===== config.mk =====
export PLATFORM = sky130hd
export DESIGN_NAME = frame_allocator_fifo_evict
export DESIGN_NICKNAME = d
export VERILOG_FILES = /design/src/design/fafe_pkg.sv /design/src/design/frame_allocator_fifo_evict.sv
export SDC_FILE = /design/constraint.sdc
export NUM_CORES = 2
export LEC_CHECK = 0
export ABC_AREA = 1
export BUFFER_PORTS_ARGS = -buffer_cell sky130_fd_sc_hd__clkbuf_2
export CAP_MARGIN = 20
export CORE_UTILIZATION = 63
export DETAILED_ROUTE_END_ITERATION = 12
export PLACE_DENSITY = 0.8
export SETUP_SLACK_MARGIN = 0.5
export SLEW_MARGIN = 5
export SYNTH_ARGS = -nofsm -noshare
export SYNTH_HDL_FRONTEND = slang
export SYNTH_SLANG_ARGS = --single-unit
export TNS_END_PERCENT = 20

===== constraint.sdc =====
create_clock -name clock -period 6.5 [get_ports clock]
set_clock_uncertainty 0.2 [all_clocks]
set_input_delay 0.65 -clock clock [delete_from_list [all_inputs] [get_ports clock]]
set_output_delay 0.65 -clock clock [all_outputs]
set_load 0.05 [all_outputs]

===== src/design/fafe_pkg.sv =====
package fafe_pkg;

   // Request and record field widths
   localparam int ACTION_W = 1;
   localparam int PAGE_W   = 12;
   localparam int OWNER_W  = 8;
   localparam int STACK_W  = 21;
   localparam int FRAME_W  = 5;
   localparam int SWAP_W   = 20;
   localparam int FREE_W   = 6;

   // Request action codes
   localparam logic [ACTION_W-1:0] ACT_ALLOC   = 1'b0;
   localparam logic [ACTION_W-1:0] ACT_RELEASE = 1'b1;

   // Stack offset that marks a page without a stack swap slot
   localparam logic [STACK_W-1:0] NO_STACK = '1;

   // One frame record as held in the record memory
   typedef struct packed {
      logic [PAGE_W-1:0]  page;
      logic [OWNER_W-1:0] owner;
      logic [STACK_W-1:0] stack;
   } rec_type;

   // Sequencer states
   typedef enum logic [2:0] {
      ST_IDLE,
      ST_FIND,
      ST_READ,
      ST_LATCH,
      ST_SCAN,
      ST_RESP
   } state_type;

endpackage


===== src/design/frame_allocator_fifo_evict.sv =====
// Frame allocator with first-in first-out replacement. An allocate request
// takes the lowest free frame; a free-frame search walks the valid bits one
// frame per cycle. With every frame in use, the frame under the round-robin
// pointer is evicted and a single record-memory read port walks all PAGES
// records one per cycle to find the swap offset. A release that hits reads the
// frame's record before it responds; a release that misses goes straight to
// the response. A new request is taken only while the sequencer is idle; a
// finished response waits in the output register and does not hold off the
// next request. The record memory needs no clearing pass after reset.
module frame_allocator_fifo_evict #(
   parameter int PAGES     = 32,
   parameter int PAGE_SIZE = 128
) (
   input  logic                                clock,
   input  logic                                reset,
   input  logic                                req_valid,
   output logic                                req_stall,
   input  logic [fafe_pkg::ACTION_W-1:0]       req_action,
   input  logic [fafe_pkg::PAGE_W-1:0]         req_virtual_page,
   input  logic [fafe_pkg::OWNER_W-1:0]        req_owner,
   input  logic signed [fafe_pkg::STACK_W-1:0] req_stack_offset,
   input  logic [fafe_pkg::FRAME_W-1:0]        req_frame_to_clear,
   output logic                                rsp_valid,
   input  logic                                rsp_stall,
   output logic [fafe_pkg::FRAME_W-1:0]        rsp_frame,
   output logic                                rsp_evicted,
   output logic [fafe_pkg::PAGE_W-1:0]         rsp_victim_page,
   output logic [fafe_pkg::OWNER_W-1:0]        rsp_victim_owner,
   output logic [fafe_pkg::SWAP_W-1:0]         rsp_swap_offset,
   output logic                                rsp_release_ok,
   output logic [fafe_pkg::FREE_W-1:0]         rsp_free_frames
);
   import fafe_pkg::*;

   localparam int IDX_W  = $clog2(PAGES);
   localparam int CNT_W  = $clog2(PAGES + 1);
   localparam int PS_W   = $clog2(PAGE_SIZE + 1);
   localparam int PROD_W = PAGE_W + PS_W;
   localparam int REC_W  = $bits(rec_type);

   // Sequencer and bookkeeping state
   state_type           state_ff, state_in;
   logic [PAGES-1:0]    valid_ff, valid_in;
   logic [CNT_W-1:0]    cnt_ff, cnt_in;
   logic [CNT_W-1:0]    ptr_ff, ptr_in;
   logic [CNT_W-1:0]    addr_ff;
   logic                pend_ff;

   // Captured request and working registers
   logic [ACTION_W-1:0] act_ff;
   logic [PAGE_W-1:0]   page_ff;
   logic [OWNER_W-1:0]  owner_ff;
   logic [STACK_W-1:0]  stack_ff;
   logic [IDX_W-1:0]    tgt_ff;
   logic                evict_ff;
   logic                ok_ff;
   logic [PAGE_W-1:0]   res_page_ff;
   logic [OWNER_W-1:0]  res_owner_ff;
   logic [SWAP_W-1:0]   swap_ff;

   // Record memory
   logic [REC_W-1:0]    rec_mem [PAGES];
   logic [REC_W-1:0]    rd_data_ff;
   rec_type             rd_rec;
   rec_type             wr_rec;
   logic                mem_re;
   logic [IDX_W-1:0]    rd_addr;

   // Response register
   logic                rsp_valid_ff, rsp_valid_in;
   logic [FRAME_W-1:0]  rsp_frame_ff;
   logic                rsp_evicted_ff;
   logic [PAGE_W-1:0]   rsp_page_ff;
   logic [OWNER_W-1:0]  rsp_owner_ff;
   logic [SWAP_W-1:0]   rsp_swap_ff;
   logic                rsp_ok_ff;
   logic [FREE_W-1:0]   rsp_free_ff;

   logic                accept;
   logic                commit;
   logic                clear_in_range;
   logic                clear_hit;
   logic [IDX_W-1:0]    clear_idx;
   logic [IDX_W-1:0]    victim_idx;
   logic                scan_match;
   logic [PROD_W-1:0]   page_prod;

   assign accept         = req_valid && !req_stall;
   assign clear_in_range = 32'(req_frame_to_clear) < PAGES;
   assign clear_idx      = IDX_W'(req_frame_to_clear);
   assign clear_hit      = clear_in_range && valid_ff[clear_idx];
   assign victim_idx     = (ptr_ff >= CNT_W'(PAGES)) ? '0 : IDX_W'(ptr_ff);
   assign rd_rec         = rec_type'(rd_data_ff);
   assign scan_match     = pend_ff && (rd_rec.page == res_page_ff) &&
                           (rd_rec.stack != NO_STACK);
   assign page_prod      = PROD_W'(rd_rec.page) * PROD_W'(PAGE_SIZE);

   always_comb begin
      wr_rec.page  = page_ff;
      wr_rec.owner = owner_ff;
      wr_rec.stack = stack_ff;
   end

   // Next state
   always_comb begin
      state_in = state_ff;
      unique case (state_ff)
         ST_IDLE: begin
            if (accept) begin
               if (req_action == ACT_ALLOC) begin
                  state_in = (cnt_ff != '0) ? ST_FIND : ST_READ;
               end else begin
                  state_in = clear_hit ? ST_READ : ST_RESP;
               end
            end
         end
         ST_FIND: begin
            if (!valid_ff[tgt_ff]) begin
               state_in = ST_RESP;
            end
         end
         ST_READ: begin
            state_in = ST_LATCH;
         end
         ST_LATCH: begin
            state_in = evict_ff ? ST_SCAN : ST_RESP;
         end
         ST_SCAN: begin
            if (addr_ff == CNT_W'(PAGES) && !pend_ff) begin
               state_in = ST_RESP;
            end
         end
         ST_RESP: begin
            if (commit) begin
               state_in = ST_IDLE;
            end
         end
         default: state_in = ST_IDLE;
      endcase
   end

   // Sequencer outputs
   always_comb begin
      req_stall = 1'b1;
      mem_re    = 1'b0;
      rd_addr   = tgt_ff;
      commit    = 1'b0;
      unique case (state_ff)
         ST_IDLE: begin
            req_stall = 1'b0;
         end
         ST_READ: begin
            mem_re = 1'b1;
         end
         ST_SCAN: begin
            mem_re  = addr_ff < CNT_W'(PAGES);
            rd_addr = IDX_W'(addr_ff);
         end
         ST_RESP: begin
            commit = !rsp_valid_ff || !rsp_stall;
         end
         ST_FIND, ST_LATCH: begin
            req_stall = 1'b1;
         end
         default: req_stall = 1'b1;
      endcase
   end

   // Update frame map, free count and replacement pointer at commit
   always_comb begin
      valid_in = valid_ff;
      cnt_in   = cnt_ff;
      ptr_in   = ptr_ff;
      if (commit) begin
         if (act_ff == ACT_ALLOC) begin
            valid_in[tgt_ff] = 1'b1;
            if (evict_ff) begin
               ptr_in = CNT_W'(tgt_ff) + CNT_W'(1);
            end else begin
               cnt_in = cnt_ff - CNT_W'(1);
            end
         end else if (ok_ff) begin
            valid_in[tgt_ff] = 1'b0;
            cnt_in           = cnt_ff + CNT_W'(1);
         end
      end
   end

   assign rsp_valid_in = commit || (rsp_valid_ff && rsp_stall);

   // Control registers
   always_ff @(posedge clock) begin
      if (reset) begin
         state_ff     <= ST_IDLE;
         valid_ff     <= '0;
         cnt_ff       <= CNT_W'(PAGES);
         ptr_ff       <= '0;
         rsp_valid_ff <= 1'b0;
         pend_ff      <= 1'b0;
         addr_ff      <= '0;
      end else begin
         state_ff     <= state_in;
         valid_ff     <= valid_in;
         cnt_ff       <= cnt_in;
         ptr_ff       <= ptr_in;
         rsp_valid_ff <= rsp_valid_in;
         pend_ff      <= (state_ff == ST_SCAN) && mem_re;
         if (state_ff == ST_LATCH) begin
            addr_ff <= '0;
         end else if (state_ff == ST_SCAN && mem_re) begin
            addr_ff <= addr_ff + CNT_W'(1);
         end
      end
   end

   // Working registers: capture, search, victim read and offset scan
   always_ff @(posedge clock) begin
      unique case (state_ff)
         ST_IDLE: begin
            if (accept) begin
               act_ff   <= req_action;
               page_ff  <= req_virtual_page;
               owner_ff <= req_owner;
               stack_ff <= req_stack_offset;
               if (req_action == ACT_ALLOC) begin
                  evict_ff <= (cnt_ff == '0);
                  ok_ff    <= 1'b0;
                  tgt_ff   <= (cnt_ff != '0) ? '0 : victim_idx;
               end else begin
                  evict_ff <= 1'b0;
                  ok_ff    <= clear_hit;
                  tgt_ff   <= clear_idx;
               end
            end
         end
         ST_FIND: begin
            if (valid_ff[tgt_ff]) begin
               tgt_ff <= tgt_ff + IDX_W'(1);
            end
         end
         ST_LATCH: begin
            res_page_ff  <= rd_rec.page;
            res_owner_ff <= rd_rec.owner;
            swap_ff      <= SWAP_W'(page_prod);
         end
         ST_SCAN: begin
            if (scan_match) begin
               swap_ff <= rd_rec.stack[SWAP_W-1:0];
            end
         end
         ST_READ, ST_RESP: begin
            act_ff <= act_ff;
         end
         default: act_ff <= act_ff;
      endcase
   end

   // Record memory: write the new record at commit, registered read
   always_ff @(posedge clock) begin
      if (commit && act_ff == ACT_ALLOC) begin
         rec_mem[tgt_ff] <= REC_W'(wr_rec);
      end
      if (mem_re) begin
         rd_data_ff <= rec_mem[rd_addr];
      end
   end

   // Load the response register
   always_ff @(posedge clock) begin
      if (commit) begin
         rsp_frame_ff   <= (act_ff == ACT_ALLOC) ? FRAME_W'(tgt_ff) : '0;
         rsp_evicted_ff <= evict_ff;
         rsp_page_ff    <= (evict_ff || ok_ff) ? res_page_ff : '0;
         rsp_owner_ff   <= (evict_ff || ok_ff) ? res_owner_ff : '0;
         rsp_swap_ff    <= evict_ff ? swap_ff : '0;
         rsp_ok_ff      <= ok_ff;
         rsp_free_ff    <= FREE_W'(cnt_in);
      end
   end

   assign rsp_valid        = rsp_valid_ff;
   assign rsp_frame        = rsp_frame_ff;
   assign rsp_evicted      = rsp_evicted_ff;
   assign rsp_victim_page  = rsp_page_ff;
   assign rsp_victim_owner = rsp_owner_ff;
   assign rsp_swap_offset  = rsp_swap_ff;
   assign rsp_release_ok   = rsp_ok_ff;
   assign rsp_free_frames  = rsp_free_ff;

   // Free count tracks the frame map
   a_count_matches_map: assert property (@(posedge clock) disable iff (reset)
      32'(cnt_ff) + 32'($countones(valid_ff)) == PAGES)
      else $error("free count out of step with frame map");

   // Eviction commits only with every frame in use
   a_evict_when_full: assert property (@(posedge clock) disable iff (reset)
      (commit && evict_ff) |-> (&valid_ff))
      else $error("eviction with a free frame present");

   // Free-frame search runs only while some frame is free
   a_find_has_free: assert property (@(posedge clock) disable iff (reset)
      (state_ff == ST_FIND) |-> (cnt_ff != '0))
      else $error("free-frame search with no free frame");

   // A successful release frees an allocated frame
   a_release_hits: assert property (@(posedge clock) disable iff (reset)
      (commit && ok_ff) |-> valid_ff[tgt_ff])
      else $error("release of a frame that is not allocated");

endmodule

==> reports/summary.log <==
[setup_path] Worst Path Arrival 5.01 ns
[route] count of unresolved DRC violations after routing 0
[yosys] Post-Synthesis Cell Area 0.0621 mm²
[setup_path] most numerous cell on the critical path sky130_fd_sc_hd__nand2_1
[setup_path] kind of critical path flip-flop to flip-flop
[grt] maximum number of pins on one net before global-route repair 219
[floorplan] Die Ht 316 µm
[floorplan] num rows 114
[grt] first-pass GRT wire length 248,000 µm
[worst_hold_path] Cells on Worst Hold Path 1
[floorplan] initial core utilization 0.640
[sta] number of max-slew violations in the final report 0
[cts] Post CTS Setup Buffer Count 0
[cts] number of H-tree levels 4
[cts] clock buffer count from CTS 152
[pwr] total power after layout 31.2 mW
[grt] number of antenna violations at the first check in global routing 7
[finish] P&R area growth vs syn 11.0%
[sta] min Tclk post-route 4.58 ns
[setup_path] Setup crit start kind flip-flop
[sta] Peak Freq 0.218 GHz
[cts] Clk Latency, worst-skew pair 0.77 ns
[sta] worst hold margin 0.0416 ns
[setup_path] standard cell with the maximum stage delay on the critical path sky130_fd_sc_hd__edfxtp_1
[route] routed via count 41,500
[route] detailed-routing iteration count for the pre-antenna-repair pass 8
[place] cell count after placement 6,106
[setup_path] critical path cell sequence inv_1, nand2_2, o21ai_4, inv_16, buf_4, o21ai_0, inv_1, o21ai_1, nand3_1, nand3_1, nand2_1, nand2_1, nand2_1
[cts] CTS Root Cell sky130_fd_sc_hd__clkbuf_16
[route] First DRT Iteration DRCs 7,309
[route] number of vias per cell 6.47
[pwr] worst vdd ir 0.896 mV
[floorplan] die area 0.0999 mm²
[yosys] Synth cell types 40
[cts] Hold Buf Count CTS 41
[setup_path] Max FO, Critical Path 218
[cts] CTS tree built
[route] routed wire length 170,000 µm
[pwr] power per unit of standard cell area 453 mW/mm²
[setup_path] delay contributed by the slowest stage of the critical path 0.85 ns
[cts] cts repair resizes 0
[yosys] proportion of netlist area held by the largest area contributor 0.723
[floorplan] total core area 0.0971 mm²
[place] input/output buffers 105
[finish] ratio of cells with drive above 1 in the final layout 0.0833
[sta] post-route setup TNS 0 ns
[yosys] number of warnings reported in the yosys synthesis log 0
[place] gpl congestion 0.916
[sta] final setup violating endpoints 0
[sta] worst max-slew margin expressed relative to the limit 0.210
[yosys] EDFF count, synth 1,495
[finish] filler cell count 6,134
[yosys] library cell with the highest instance count after synthesis sky130_fd_sc_hd__edfxtp_1
[flow_run] max cap viols 0
[setup_path] number of cells traversed by the worst register-to-register path 13
[route] number of nets with antenna violations after routing 0
[yosys] cell type contributing the most total cell area after synthesis sky130_fd_sc_hd__edfxtp_1
[place] HPWL reported at the end of detailed placement 84,200 µm
[route] average wire per cell in the routed design 26.5 µm
[cts] clk sinks 1,550
[pwr] Leakage Power 24.5 nW
[yosys] Post-synth top flop sky130_fd_sc_hd__edfxtp_1
[yosys] share of synthesized area occupied by flip-flops and latches 0.740
[cts] number of buffers between clock root and the deepest sink 3
[yosys] Avg Synthesized Cell Area 12.5 µm²
[setup_path] delay-heaviest family, CP buffers and inverters
[yosys] synthesized flop and latch total 1,550
[finish] Util after Layout 0.710
[floorplan] horizontal extent of the die 316 µm
[yosys] cell types occupying the most area after synthesis sky130_fd_sc_hd__edfxtp_1, sky130_fd_sc_hd__o21ai_0, sky130_fd_sc_hd__nand2_1, sky130_fd_sc_hd__nand3_1, sky130_fd_sc_hd__inv_1
[sta] final hold violation count 0
[status] run status complete, no violations
[finish] Final Net Count 5,089
[grt] GRT Util Overall 0.341
[grt] via count of the first global-routing pass 39,900
[yosys] net count after synthesis 5,019
[sta] final worst path period share 0.705
[setup_path] crit path buf inv count 4
[worst_hold_path] type of the tightest min-delay check input pin to flip-flop
[sta] unrepaired setup endpoints after global routing no
[setup_path] CP required 6.93 ns
[floorplan] number of top-level pins 106
[yosys] FFs w/ async S/R, synth 0
[setup_path] instance count on the critical path 13
[setup_path] type of element capturing the critical path flip-flop
[yosys] Post-synth top cells sky130_fd_sc_hd__edfxtp_1, sky130_fd_sc_hd__o21ai_0, sky130_fd_sc_hd__nand2_1
[finish] final cell count without fillers 6,420
[grt] GRT Residual Overflow 0
[sta] worst-margin pin slew 1.18 ns
[cts] Reg clk slew, reported paths 0.06 ns
[yosys] post-synthesis instance total 4,959
## flip-flops by register name (all words and copies together) (netlist names), 3 cells and up, named ones only
register,flops
res_page_ff,12
rsp_victim_page,12
rsp_frame,5
res_owner_ff,8
rec_mem,1312
stack_ff,21
owner_ff,8
rd_data_ff,41
addr_ff,6
rsp_free_frames,6
state_ff,3
swap_ff,20
cnt_ff,6
rsp_victim_owner,8
tgt_ff,5
rsp_swap_offset,20
ptr_ff,6
page_ff,12
## routing by layer
metal,GRT usage,share of wire,up-vias,routed length (µm)
li1,-,-,17900,-
met1,0.467,0.36,19800,61000
met2,0.520,0.46,3278,77500
met3,0.0861,0.14,494,24100
met4,0.157,0.043,2,7250
met5,0,0.000077,-,13
## worst paths after layout
kind | from | endpoint | slack, ns
min reg2reg | rd_data_ff[22]$_DFFE_PN_ | res_owner_ff[1]$_DFFE_PP_ | 0.22
min | req_owner[1] | owner_ff[1]$_DFFE_PP_ | 0.04
max reg2reg | tgt_ff[0]$_DFFE_PP_ | rd_data_ff[18]$_DFFE_PN_ | 1.92
max | tgt_ff[0]$_DFFE_PP_ | rd_data_ff[18]$_DFFE_PN_ | 1.92
## power breakdown
part / total [mW] / switching, mW / internal (mW) / leakage (nW)
sequential: 12.6 / 0.725 / 11.8 / 13.9
clock: 8.18 / 3.65 / 4.54 / 2.20
combinational: 10.5 / 7.53 / 2.93 / 8.40
total: 31.2 / 11.9 / 19.3 / 24.5
## per-stage QoR
step	instance area, µm²	worst slack [ns]
floorplan	62100	1.67
global placement	63900	2.32
detailed placement	63900	2.20
CTS	68900	2.08
global route	68900	1.70
finish	68900	1.92
## layout make-up
| class | count | area [µm²] | area share |
|---|---|---|---|
| Antenna cell | 4 | 10.0 | 0.000145 |
| Multi-Input combinational cell | 2693 | 13500 | 0.196 |
| Sequential cell | 1550 | 46000 | 0.667 |
| Clock inverter | 62 | 453 | 0.00657 |
| Tap cell | 1276 | 1600 | 0.0232 |
| Timing Repair Buffer | 223 | 1720 | 0.0249 |
| Inverter | 409 | 1570 | 0.0227 |
| Clock buffer | 203 | 4060 | 0.0589 |
## cells by family (layout without fill, tap and decap cells)
family	after synthesis	count (layout)	synth area share
other cells	0	4	0
compound gates	1368	1368	0.121
simple gates	1304	1304	0.0882
flops	1550	1550	0.740
buf+inv	716	897	0.0465
fa+ha+maj	9	9	0.00181
xor+xnor	12	12	0.00169
## cells in the final DEF, fill, tap and decap left out, types with 55 or more instances in the layout
cell type                      n
sky130_fd_sc_hd__nor2_1      207
sky130_fd_sc_hd__o21bai_1    177
sky130_fd_sc_hd__clkbuf_16   154
sky130_fd_sc_hd__inv_1       400
sky130_fd_sc_hd__o21ai_0     724
sky130_fd_sc_hd__a21oi_1     183
sky130_fd_sc_hd__nand3_1     405
sky130_fd_sc_hd__clkbuf_2    105
sky130_fd_sc_hd__dfxtp_1      55
sky130_fd_sc_hd__o21ai_1     180
sky130_fd_sc_hd__o211ai_1     85
sky130_fd_sc_hd__buf_4        61
sky130_fd_sc_hd__nand2_1     631
sky130_fd_sc_hd__edfxtp_1   1495
(Power assumes the default switching activity.)
